===== config.mk =====
export PLATFORM = sky130hd
export DESIGN_NAME = access_log_field_tokenizer_core
export DESIGN_NICKNAME = d
export VERILOG_FILES = /design/src/rtl/alft_pkg.sv /design/src/rtl/alft_csr.sv /design/src/rtl/alft_scan.sv /design/src/rtl/access_log_field_tokenizer_core.sv
export SDC_FILE = /design/constraint.sdc
export NUM_CORES = 1
export LEC_CHECK = 0
export BUFFER_PORTS_ARGS = -buffer_cell sky130_fd_sc_hd__buf_2
export CORE_MARGIN = 2
export CORE_UTILIZATION = 54
export DETAILED_ROUTE_END_ITERATION = 8
export PLACE_DENSITY = 0.77
export SYNTH_ARGS = -nofsm -noshare
export SYNTH_HDL_FRONTEND = slang
export SYNTH_SLANG_ARGS = --single-unit

===== constraint.sdc =====
create_clock -name clock -period 3.67 [get_ports clock]
set_input_delay 0.734 -clock clock [delete_from_list [all_inputs] [get_ports clock]]
set_output_delay 0.734 -clock clock [all_outputs]
set_load 0.01 [all_outputs]

===== src/rtl/alft_pkg.sv =====
// Shared types, codes and helpers for the access log field tokenizer.
// No dependencies; imported by every module of the block but alft_checker.
`default_nettype none

package alft_pkg;

   localparam int unsigned ByteWidth   = 8;
   localparam int unsigned LimitWidth  = 16;
   localparam int unsigned FieldWidth  = 8;
   localparam int unsigned CsrIdxWidth = 8;

   localparam logic [ByteWidth-1:0]  CH_QUOTE     = 8'h22;
   localparam logic [ByteWidth-1:0]  CH_OPEN_BR   = 8'h5B;
   localparam logic [ByteWidth-1:0]  CH_CLOSE_BR  = 8'h5D;
   localparam logic [ByteWidth-1:0]  CH_BACKSLASH = 8'h5C;
   localparam logic [FieldWidth-1:0] FIELD_MAX    = 8'hFF;

   localparam logic [LimitWidth-1:0] MAX_LINE_RESET  = 16'd8192;
   localparam logic [LimitWidth-1:0] MAX_FIELD_RESET = 16'd4096;

   typedef enum logic [CsrIdxWidth-1:0] {
      CSR_MAX_LINE  = 8'd0,
      CSR_MAX_FIELD = 8'd1
   } csr_index_type;

   typedef enum logic [2:0] {
      MODE_BETWEEN = 3'd0,
      MODE_BARE    = 3'd1,
      MODE_QUOTE   = 3'd2,
      MODE_ESCAPE  = 3'd3,
      MODE_BRACKET = 3'd4
   } scan_mode_type;

   typedef enum logic [1:0] {
      KIND_BARE    = 2'd0,
      KIND_QUOTED  = 2'd1,
      KIND_BRACKET = 2'd2
   } field_kind_type;

   typedef struct packed {
      logic [LimitWidth-1:0] line_limit;
      logic [LimitWidth-1:0] field_cap;
   } cfg_type;

   typedef struct packed {
      logic                  has_byte;
      logic [ByteWidth-1:0]  out_byte;
      logic                  field_end;
      field_kind_type        field_kind;
      logic [FieldWidth-1:0] field_number;
      logic                  field_truncated;
      logic                  line_end;
   } result_type;

   // space, tab, LF, VT, FF, CR
   function automatic logic is_ws(input logic [ByteWidth-1:0] b);
      return (b == 8'h20) || (b >= 8'h09 && b <= 8'h0D);
   endfunction

   function automatic field_kind_type kind_of_mode(input scan_mode_type m);
      field_kind_type k;
      case (m)
         MODE_QUOTE, MODE_ESCAPE: k = KIND_QUOTED;
         MODE_BRACKET:            k = KIND_BRACKET;
         default:                 k = KIND_BARE;
      endcase
      return k;
   endfunction

endpackage

`default_nettype wire


===== src/rtl/alft_csr.sv =====
// Configuration registers of the tokenizer: parse limit and per-field cap.
// Depends on alft_pkg.
`default_nettype none

module alft_csr import alft_pkg::*; (
   input  wire logic                   clock,
   input  wire logic                   reset,
   input  wire logic                   csr_valid,
   output logic                        csr_ready,
   input  wire logic [CsrIdxWidth-1:0] csr_index,
   input  wire logic [LimitWidth-1:0]  csr_wdata,
   output cfg_type                     cfg
);

   logic [LimitWidth-1:0] max_line_ff, max_line_in;
   logic [LimitWidth-1:0] max_field_ff, max_field_in;

   assign csr_ready = 1'b1;

   always_comb begin
      max_line_in  = max_line_ff;
      max_field_in = max_field_ff;
      if (csr_valid) begin
         unique case (csr_index)
            CSR_MAX_LINE:  max_line_in  = csr_wdata;
            CSR_MAX_FIELD: max_field_in = csr_wdata;
            default: ; // unmapped index, write ignored
         endcase
      end
   end

   always_ff @(posedge clock) begin
      if (reset) begin
         max_line_ff  <= MAX_LINE_RESET;
         max_field_ff <= MAX_FIELD_RESET;
      end else begin
         max_line_ff  <= max_line_in;
         max_field_ff <= max_field_in;
      end
   end

   assign cfg.line_limit = max_line_ff;
   assign cfg.field_cap  = max_field_ff;

endmodule

`default_nettype wire


===== src/rtl/alft_scan.sv =====
// Per-line scan state and the single-pass byte classifier.
// Depends on alft_pkg; state advances on each word taken from the input register.
`default_nettype none

module alft_scan import alft_pkg::*; (
   input  wire logic                 clock,
   input  wire logic                 reset,
   input  wire logic                 step,
   input  wire logic [ByteWidth-1:0] data_byte,
   input  wire logic                 line_last,
   input  cfg_type                   cfg,
   output logic                      emit,
   output result_type                result
);

   scan_mode_type          mode_ff, mode_in;
   logic [LimitWidth-1:0]  line_count_ff, line_count_in;
   logic [LimitWidth-1:0]  kept_count_ff, kept_count_in;
   logic                   drop_ff, drop_in;
   logic [FieldWidth-1:0]  field_ff, field_in;

   logic at_end;
   logic keep;
   logic fend;

   assign at_end = line_last ||
      (({1'b0, line_count_ff} + 17'd1) >= {1'b0, cfg.line_limit});

   always_comb begin
      mode_in       = mode_ff;
      line_count_in = line_count_ff;
      kept_count_in = kept_count_ff;
      drop_in       = drop_ff;
      field_in      = field_ff;
      keep          = 1'b0;
      fend          = 1'b0;

      result.has_byte        = 1'b0;
      result.out_byte        = '0;
      result.field_end       = 1'b0;
      result.field_kind      = KIND_BARE;
      result.field_number    = field_ff;
      result.field_truncated = 1'b0;
      result.line_end        = line_last;

      if (line_count_ff < cfg.line_limit) begin
         line_count_in = line_count_ff + 16'd1;
         unique case (mode_ff)
            MODE_BETWEEN: begin
               if (is_ws(data_byte)) begin
                  mode_in = MODE_BETWEEN;
               end else if (data_byte == CH_QUOTE) begin
                  mode_in = MODE_QUOTE;
               end else if (data_byte == CH_OPEN_BR) begin
                  mode_in = MODE_BRACKET;
               end else begin
                  mode_in = MODE_BARE;
                  keep    = 1'b1;
               end
            end
            MODE_BARE: begin
               if (is_ws(data_byte)) fend = 1'b1;
               else                  keep = 1'b1;
            end
            MODE_QUOTE: begin
               if (data_byte == CH_BACKSLASH) begin
                  // a trailing backslash at the close is kept as content
                  if (at_end) keep    = 1'b1;
                  else        mode_in = MODE_ESCAPE;
               end else if (data_byte == CH_QUOTE) begin
                  fend = 1'b1;
               end else begin
                  keep = 1'b1;
               end
            end
            MODE_ESCAPE: begin
               keep    = 1'b1;
               mode_in = MODE_QUOTE;
            end
            MODE_BRACKET: begin
               if (data_byte == CH_CLOSE_BR) fend = 1'b1;
               else                          keep = 1'b1;
            end
            default: mode_in = MODE_BETWEEN;
         endcase

         result.field_kind = kind_of_mode(mode_in);

         if (keep) begin
            if (kept_count_ff < cfg.field_cap) begin
               result.has_byte = 1'b1;
               result.out_byte = data_byte;
               kept_count_in   = kept_count_ff + 16'd1;
            end else begin
               drop_in = 1'b1;
            end
         end

         if (at_end && mode_in != MODE_BETWEEN) fend = 1'b1;

         if (fend) begin
            result.field_truncated = drop_in;
            if (field_ff != FIELD_MAX) field_in = field_ff + 8'd1;
            kept_count_in = '0;
            drop_in       = 1'b0;
            mode_in       = MODE_BETWEEN;
         end
      end

      result.field_end = fend;

      if (line_last) begin
         mode_in       = MODE_BETWEEN;
         line_count_in = '0;
         kept_count_in = '0;
         drop_in       = 1'b0;
         field_in      = '0;
      end
   end

   assign emit = result.has_byte || fend || line_last;

   always_ff @(posedge clock) begin
      if (reset) begin
         mode_ff       <= MODE_BETWEEN;
         line_count_ff <= '0;
         kept_count_ff <= '0;
         drop_ff       <= 1'b0;
         field_ff      <= '0;
      end else if (step) begin
         mode_ff       <= mode_in;
         line_count_ff <= line_count_in;
         kept_count_ff <= kept_count_in;
         drop_ff       <= drop_in;
         field_ff      <= field_in;
      end
   end

endmodule

`default_nettype wire


===== src/rtl/access_log_field_tokenizer_core.sv =====
// Path: an accepted word is held in the input register, and its result goes on to the
// result register, from which the result side takes it.
// Throughput: one byte per cycle while the result side does not stall;
// bytes that give no result still pass.
// Reset (synchronous, active high) empties both registers, clears the line state
// and loads a parse limit of 8192 bytes and a field cap of 4096 bytes.
`default_nettype none

module access_log_field_tokenizer_core import alft_pkg::*; (
   input  wire logic                   clock,
   input  wire logic                   reset,
   input  wire logic                   req_valid,
   output logic                        req_ready,
   input  wire logic [ByteWidth-1:0]   req_data_byte,
   input  wire logic                   req_line_last,
   output logic                        rsp_valid,
   input  wire logic                   rsp_ready,
   output logic                        rsp_has_byte,
   output logic [ByteWidth-1:0]        rsp_out_byte,
   output logic                        rsp_field_end,
   output logic [1:0]                  rsp_field_kind,
   output logic [FieldWidth-1:0]       rsp_field_number,
   output logic                        rsp_field_truncated,
   output logic                        rsp_line_end,
   input  wire logic                   csr_valid,
   output logic                        csr_ready,
   input  wire logic [CsrIdxWidth-1:0] csr_index,
   input  wire logic [LimitWidth-1:0]  csr_wdata
);

   cfg_type    cfg;
   result_type result;
   logic       emit;
   logic       advance;

   logic                 in_valid_ff, in_valid_in;
   logic [ByteWidth-1:0] in_byte_ff;
   logic                 in_last_ff;
   logic                 out_valid_ff, out_valid_in;
   result_type           out_ff;

   alft_csr u_csr (
      .clock     (clock),
      .reset     (reset),
      .csr_valid (csr_valid),
      .csr_ready (csr_ready),
      .csr_index (csr_index),
      .csr_wdata (csr_wdata),
      .cfg       (cfg)
   );

   alft_scan u_scan (
      .clock     (clock),
      .reset     (reset),
      .step      (advance),
      .data_byte (in_byte_ff),
      .line_last (in_last_ff),
      .cfg       (cfg),
      .emit      (emit),
      .result    (result)
   );

   // the held word moves on once the result register is free or being drained
   assign advance   = in_valid_ff && (!out_valid_ff || rsp_ready);
   assign req_ready = !in_valid_ff || advance;

   always_comb begin
      in_valid_in = in_valid_ff;
      if (req_valid && req_ready) in_valid_in = 1'b1;
      else if (advance)           in_valid_in = 1'b0;

      out_valid_in = out_valid_ff && !rsp_ready;
      if (advance) out_valid_in = emit || (out_valid_ff && !rsp_ready);
   end

   always_ff @(posedge clock) begin
      if (reset) begin
         in_valid_ff  <= 1'b0;
         out_valid_ff <= 1'b0;
      end else begin
         in_valid_ff  <= in_valid_in;
         out_valid_ff <= out_valid_in;
      end
   end

   always_ff @(posedge clock) begin
      if (req_valid && req_ready) begin
         in_byte_ff <= req_data_byte;
         in_last_ff <= req_line_last;
      end
      if (advance && emit) out_ff <= result;
   end

   assign rsp_valid           = out_valid_ff;
   assign rsp_has_byte        = out_ff.has_byte;
   assign rsp_out_byte        = out_ff.out_byte;
   assign rsp_field_end       = out_ff.field_end;
   assign rsp_field_kind      = out_ff.field_kind;
   assign rsp_field_number    = out_ff.field_number;
   assign rsp_field_truncated = out_ff.field_truncated;
   assign rsp_line_end        = out_ff.line_end;

endmodule

`default_nettype wire


* Yosys cells after proc, flatten, opt, wreduce, memory -nomap -nowiden
Index checks and enable logic that the tools add are counted.
W data, S select, Z words.
** Cells by class
- Add/sub/neg operators :: 4
- Magnitude comparators :: 5
- Equality and inequality tests :: 14
- Multiplexer cells :: 51
- Reductions and logical operators :: 34
** Operators by type and width (count)
- $mux W16 :: 7
- $add A16 B1 Y16 const B :: 2
- $lt A16 B16 Y1 :: 2
- $mux W8 :: 4
- $mux W3 :: 9
- $mux W9 :: 3
- $eq A8 B7 Y1 const B :: 3
- $mux W1 :: 24
- $add A16 B1 Y17 const B :: 1
- $ge A17 B16 Y1 :: 1
- $eq A8 B6 Y1 const B :: 2
- $eq A3 B2 Y1 const B :: 4
- $pmux W3 S4 :: 1
- $reduce_bool A3 Y1 :: 3
- $add A8 B1 Y8 const B :: 1
- $eq A8 B1 Y1 const B :: 1
- $ge A8 B4 Y1 const B :: 1
- $le A8 B4 Y1 const B :: 1
- $logic_not A8 Y1 :: 1
- $ne A8 B8 Y1 const B :: 1
- $reduce_and A2 Y1 :: 4
- $reduce_and A4 Y1 :: 2
- $reduce_bool A2 Y1 :: 4
- $logic_or A1 B1 Y1 :: 7
- 10 further kinds :: 19
** Word-level totals
- Register bits :: 109
- Output and inout bits :: 25
- Word-level logic and storage cells :: 126

* Longest topological paths before layout
- Depth after elaboration :: 16
- Depth in mapped cells :: 19
- Gate-level depth less buffers :: 17

* Hierarchy
A second synthesis with hierarchy kept.
** Second synthesis, totals
- Cells, all modules :: 684
- Area total of the unflattened synthesis :: 6411.1 um2
** Modules (own cells, without submodules)
- alft_scan :: times used 1, cells each 510, area each 3985.1 um2
- alft_csr :: times used 1, cells each 132, area each 1388.8 um2
- access_log_field_tokenizer_core :: times used 1, cells each 42, area each 1037.2 um2

* Worst setup path after synthesis
No wires, ideal clock.
- Kind :: reg2reg
- Start point :: register u_scan.line_count_ff[2]
- End point :: register u_scan.kept_count_ff[1]
- Library setup time :: 0.088 ns
- Arrival :: 3.910 ns
- Path slack :: -0.329 ns
- Cell stages (with the launch flop) :: 20
- Buffers on the path :: 2
- Clock period less this slack :: 3.999 ns
- Cell sequence :: dfxtp_1 -> and3_1 -> and3_1 -> and3_1 -> buf_2 -> nand3_1 -> or2_2 -> nor2_1 -> xnor2_1 -> ha_1 -> nand3_1 -> nor2_1 -> a2111oi_0 -> a21boi_2 -> nand3_1 -> a21oi_1 -> buf_2 -> a21o_1 -> inv_2 -> o32ai_2
** Between the ends
- Longest elaborated chain between the ends :: 14
** Ends and longest elaborated chain
- start, declared :: line alft_scan.sv:17 : logic [LimitWidth-1:0] line_count_ff, line_count_in;
- start signal, assigned :: line alft_scan.sv:132 : line_count_ff <= line_count_in;
- $add A16 B1 Y17 :: line alft_scan.sv:27 : (({1'b0, line_count_ff} + 17'd1) >= {1'b0, cfg.line_limit});
- $ge A17 B16 Y1 :: line alft_scan.sv:27
- $logic_or A1 B1 Y1 :: line alft_scan.sv:26 : assign at_end = line_last ||
- $mux W3 :: line alft_scan.sv:68 : if (at_end) keep = 1'b1;
- $mux W3 :: line alft_scan.sv:66 : if (data_byte == CH_BACKSLASH) begin
- $pmux W3 S4 :: line alft_scan.sv:48 : unique case (mode_ff)
- $mux W3 :: line alft_scan.sv:46 : if (line_count_ff < cfg.line_limit) begin
- $reduce_bool A3 Y1 :: line alft_scan.sv:99 : if (at_end && mode_in != MODE_BETWEEN) fend = 1'b1;
- $logic_and A1 B1 Y1 :: line alft_scan.sv:99
- $mux W1 :: line alft_scan.sv:99
- $mux W1 :: line alft_scan.sv:46
- $mux W16 :: line alft_scan.sv:101 : if (fend) begin
- $mux W16 :: line alft_scan.sv:46
- $mux W16 :: line alft_scan.sv:112 : if (line_last) begin
- end signal, assigned :: line alft_scan.sv:133 : kept_count_ff <= kept_count_in;
- end, declared :: line alft_scan.sv:18 : logic [LimitWidth-1:0] kept_count_ff, kept_count_in;
Parallel ways exist; a longest one is shown, timed or not. The select of a mux whose other input is x is not followed.
A chain may end at the register's enable or synchronous reset.

* Final worst setup path
- Start point :: register u_scan.line_count_ff[0]
- End point :: register u_scan.field_ff[7]
** Between the ends
- Longest elaborated chain between the ends :: 13
** Ends and longest elaborated chain
- $add A16 B1 Y17 :: line alft_scan.sv:27
- $ge A17 B16 Y1 :: line alft_scan.sv:27
- $logic_or A1 B1 Y1 :: line alft_scan.sv:26
- $mux W3 :: line alft_scan.sv:68
- $mux W3 :: line alft_scan.sv:66
- $pmux W3 S4 :: line alft_scan.sv:48
- $mux W3 :: line alft_scan.sv:46
- $reduce_bool A3 Y1 :: line alft_scan.sv:99
- $logic_and A1 B1 Y1 :: line alft_scan.sv:99
- $mux W1 :: line alft_scan.sv:99
- $mux W1 :: line alft_scan.sv:46
- $reduce_bool A2 Y1 (no line)
- $reduce_and A4 Y1 (no line) *
- end signal, assigned :: line alft_scan.sv:135 : field_ff <= field_in;
- end, declared :: line alft_scan.sv:20 : logic [FieldWidth-1:0] field_ff, field_in;
Mark *: on every way between the ends. The rest lies on a longest branch, timed or not. The select of a mux whose other input is x is not followed.

==> flow_metrics.py <==
metrics = {
    "detailed_routing": {
        "viasPerCell": 5.787,
        "drt_iter0_drc": 268,
        "vias": 5237,
        "wl_met3_um": 837,
        "drcViolationCount": 0,
        "wl_met2_um": 7192,
        "wl_met1_um": 6380,
        "drt_pass1_iterations": 5,
        "routed_wl_um": 14630,
        "highest_layer": "met4",
        "postRouteAntennaNets": 0,
        "post_drt_wl_per_cell_um": 16.16,
    },
    "global_routing": {
        "antenna_found_initial": 0,
        "grt_pass1_vias": 4980,
        "grt_max_degree": 34,
        "grt_use_total_pct": 23.56,
        "grt_pass1_wl_um": 23620,
        "grt_overflow_total": 0,
    },
    "yosys": {
        "synth_edf_count": 31,
        "synthArstFlopShare_pct": 0,
        "syn_nets": 758,
        "synth-seq-area-share_pct": 40.72,
        "syn_avg_cell_area_sq_um": 9.136,
        "ys_types": 65,
        "ys_seq_elements": 109,
        "syn_inst": 670,
        "syn-cell-area_sq_mm": 0.006121,
        "synthFlopType": "dfxtp_1",
        "synth_warnings": 0,
    },
    "timing": {
        "tightest_slew_ns": 0.6775,
        "worst_slack_ns": 0.01250,
        "fin_crit_ns": 3.657,
        "clock_skew_ns": 0.01196,
        "finalMaxSlewViolations": 0,
        "grt_setup_unrepaired": "yes",
        "final-setup-viol-count": 0,
        "max_slew_margin_pct": 54.66,
        "hold_violations": 0,
        "holdWs_ns": 0.4751,
        "fin_crit_sh_pct": 99.66,
        "max_freq_mhz": 273.4,
    },
    "cts": {
        "cts_buffers": 9,
        "holdBufCountCts": 0,
        "cts_sinks": 109,
        "clk_latency_ns": 0.37,
        "cts-root-buf": "clkbuf_16",
        "ctsHtreeMaxLevel": 3,
        "clockBufferDepth": 2,
        "clkTransAtPathRegs_ns": 0.07,
        "cts_tree": "yes",
    },
    "die": {
        "start_util_pct": 55.97,
        "die_width_um": 110.5,
        "die_h_um": 110.5,
        "die_area_sq_mm": 0.01220,
        "core-area_sq_mm": 0.01094,
        "ios": 63,
        "rows": 38,
    },
    "setup_path": {
        "cp_max_fo": 9,
        "crit_type": "reg -> reg",
        "cp.arrival_ns": 3.94,
        "cp-end-kind": "flop",
        "r2r_setup_slack_ns": 0.01,
        "r2r_cells": 16,
        "critPathRequiredTime_ns": 3.96,
        "startpoint_type": "flop",
    },
    "min_path": {
        "min_path_cells": 0,
        "holdCritPathClass": "reg -> reg",
    },
    "placed_design": {
        "place_area_sq_mm": 0.006764,
        "routabilityCongestion": 0.9534,
        "place_ws_ns": -0.02337,
        "dpl.hpwl_um": 10500,
        "portBuffers": 61,
    },
    "cells_and_area": {
        "utilization_pct": 67.06,
        "area_growth_syn_to_layout_pct": 19.81,
        "diodes": 0,
        "fillers": 854,
        "fin_nets": 848,
        "drive_gt1_share_pct": 21.05,
        "fin_area_sq_mm": 0.007333,
    },
    "power_and_ir_drop": {
        "p_leak_nw": 3.048,
        "ir_drop_v": 0.0004114,
        "power_density_mw_per_mm2": 341.6,
    },
    "status": {
        "status": "complete, no violations",
    },
    "job": {
        "max-cap-violations": 0,
    },
}
==> per-stage QoR <==
stage / instances / power, mW / setup TNS, ns
after floorplan: 670 / 1.420 / -0.01172
after global placement: 877 / 1.494 / 0
after detailed placement: 877 / 1.501 / -0.06691
after CTS: 895 / 2.505 / 0
after global routing: 905 / 2.590 / -2.791
final: 905 / 2.505 / 0
==> layout by cell type (no fill, tap or decap), types with 4 or more instances in the layout <==
cell / synthesis / routed
dfxtp_1: 78 / 71
o21ai_1: 5 / 5
xor2_1: 7 / 7
a22oi_1: 4 / 4
a2111oi_4: 0 / 4
nor2_1: 78 / 75
o21ai_0: 26 / 26
o211ai_1: 9 / 9
nor4_1: 6 / 5
nor2b_1: 11 / 11
or3_1: 10 / 10
nand3_1: 24 / 22
a211oi_1: 6 / 5
nand4_1: 5 / 5
buf_4: 2 / 35
a21oi_1: 38 / 36
inv_1: 50 / 50
a21o_1: 7 / 5
and2_1: 4 / 4
buf_2: 7 / 63
nand2b_1: 12 / 12
nor3_1: 8 / 7
xnor2_1: 9 / 8
clkbuf_16: 0 / 9
mux2i_1: 39 / 39
nand2_1: 54 / 54
edfxtp_1: 31 / 31
nand3b_1: 8 / 8
a31oi_1: 6 / 5
ha_1: 50 / 50
and3_1: 14 / 11
dfxtp_4: 0 / 4
==> final timing paths <==
kind                           start             endpoint
min reg2reg       u_scan.field_ff[7]  rsp_field_number[7]
min               u_scan.field_ff[7]  rsp_field_number[7]
max reg2reg  u_scan.line_count_ff[0]   u_scan.field_ff[7]
max          u_scan.line_count_ff[0]   u_scan.field_ff[7]
==> sequential cells by signal, indices dropped and copies added (netlist names), 2 cells and up <==
signal / flops
rsp_out_byte: 8
rsp_field_kind: 2
u_scan.mode_ff: 3
u_csr.max_line_ff: 16
u_scan.line_count_ff: 16
u_scan.field_ff: 8
u_csr.max_field_ff: 16
in_byte_ff: 8
u_scan.kept_count_ff: 16
rsp_field_number: 8
==> synth_stat cells (all sizes together) (11+ instances only) <==
cell | number | area, sq um
and3 | 14 | 87.58
inv | 51 | 191.4
a21oi | 38 | 190.2
o21ai | 31 | 155.1
mux2i | 39 | 390.4
edfxtp | 31 | 930.9
nand2b | 12 | 75.07
nor2b | 11 | 68.82
clkbuf | 13 | 48.80
nand2 | 54 | 202.7
nand3 | 25 | 137.6
dfxtp | 78 | 1562
nor2 | 78 | 292.8
ha | 50 | 625.6
==> critical path, stage by stage (launching register included) <==
cell and delay [ns]:
dfxtp_4 0.36, and3_4 0.19, and3_4 0.19, and3_4 0.21, and3_1 0.18, nand3_1 0.13, xnor2_2 0.19, ha_1 0.28
nand3_1 0.12, nor2_2 0.20, a2111oi_2 0.10, a21boi_4 0.17, buf_4 0.14, a211o_1 0.26, a21o_4 0.25, or4_1 0.46
a21oi_1 0.14
==> per-layer routing <==
metal	up-vias	track usage, %
li1	2560	-
met1	2494	29.34
met2	165	40.25
met3	18	6.422
met4	0	6.500
met5	-	0
==> logic make-up after synthesis <==
family / synth area share (%)
buf+inv: 4.804
xor+xnor: 2.290
other cells: 0.06127
mux: 6.378
fa+ha+maj: 10.22
compound gates: 14.76
simple gates: 20.77
flops: 40.72
==> final cells by class <==
class | instances | area (sq um) | area share, %
multi-input combinational | 487 | 3512 | 47.89
sequential | 109 | 2511 | 34.24
timing repair buffer | 100 | 609.3 | 8.309
clock buffer | 13 | 260.3 | 3.549
inverter | 51 | 203.9 | 2.781
tap | 140 | 175.2 | 2.389
clock inverter | 3 | 43.79 | 0.5972
timing repair inverter | 2 | 17.52 | 0.2389
==> report_power, final <==
part / total [mW] / switching (mW) / internal (mW)
clock network: 1.01 / 0.438 / 0.568
registers: 1.28 / 0.0183 / 1.26
logic: 0.215 / 0.134 / 0.0808
==> timing repair <==
item                       CTS  global route
gates cloned                 0             3
gates resized for setup      0            37
buffers inserted             2             7
setup endpoints to repair    5            61
pin swaps                    2            12
Power figures use the tool's default switching activity.
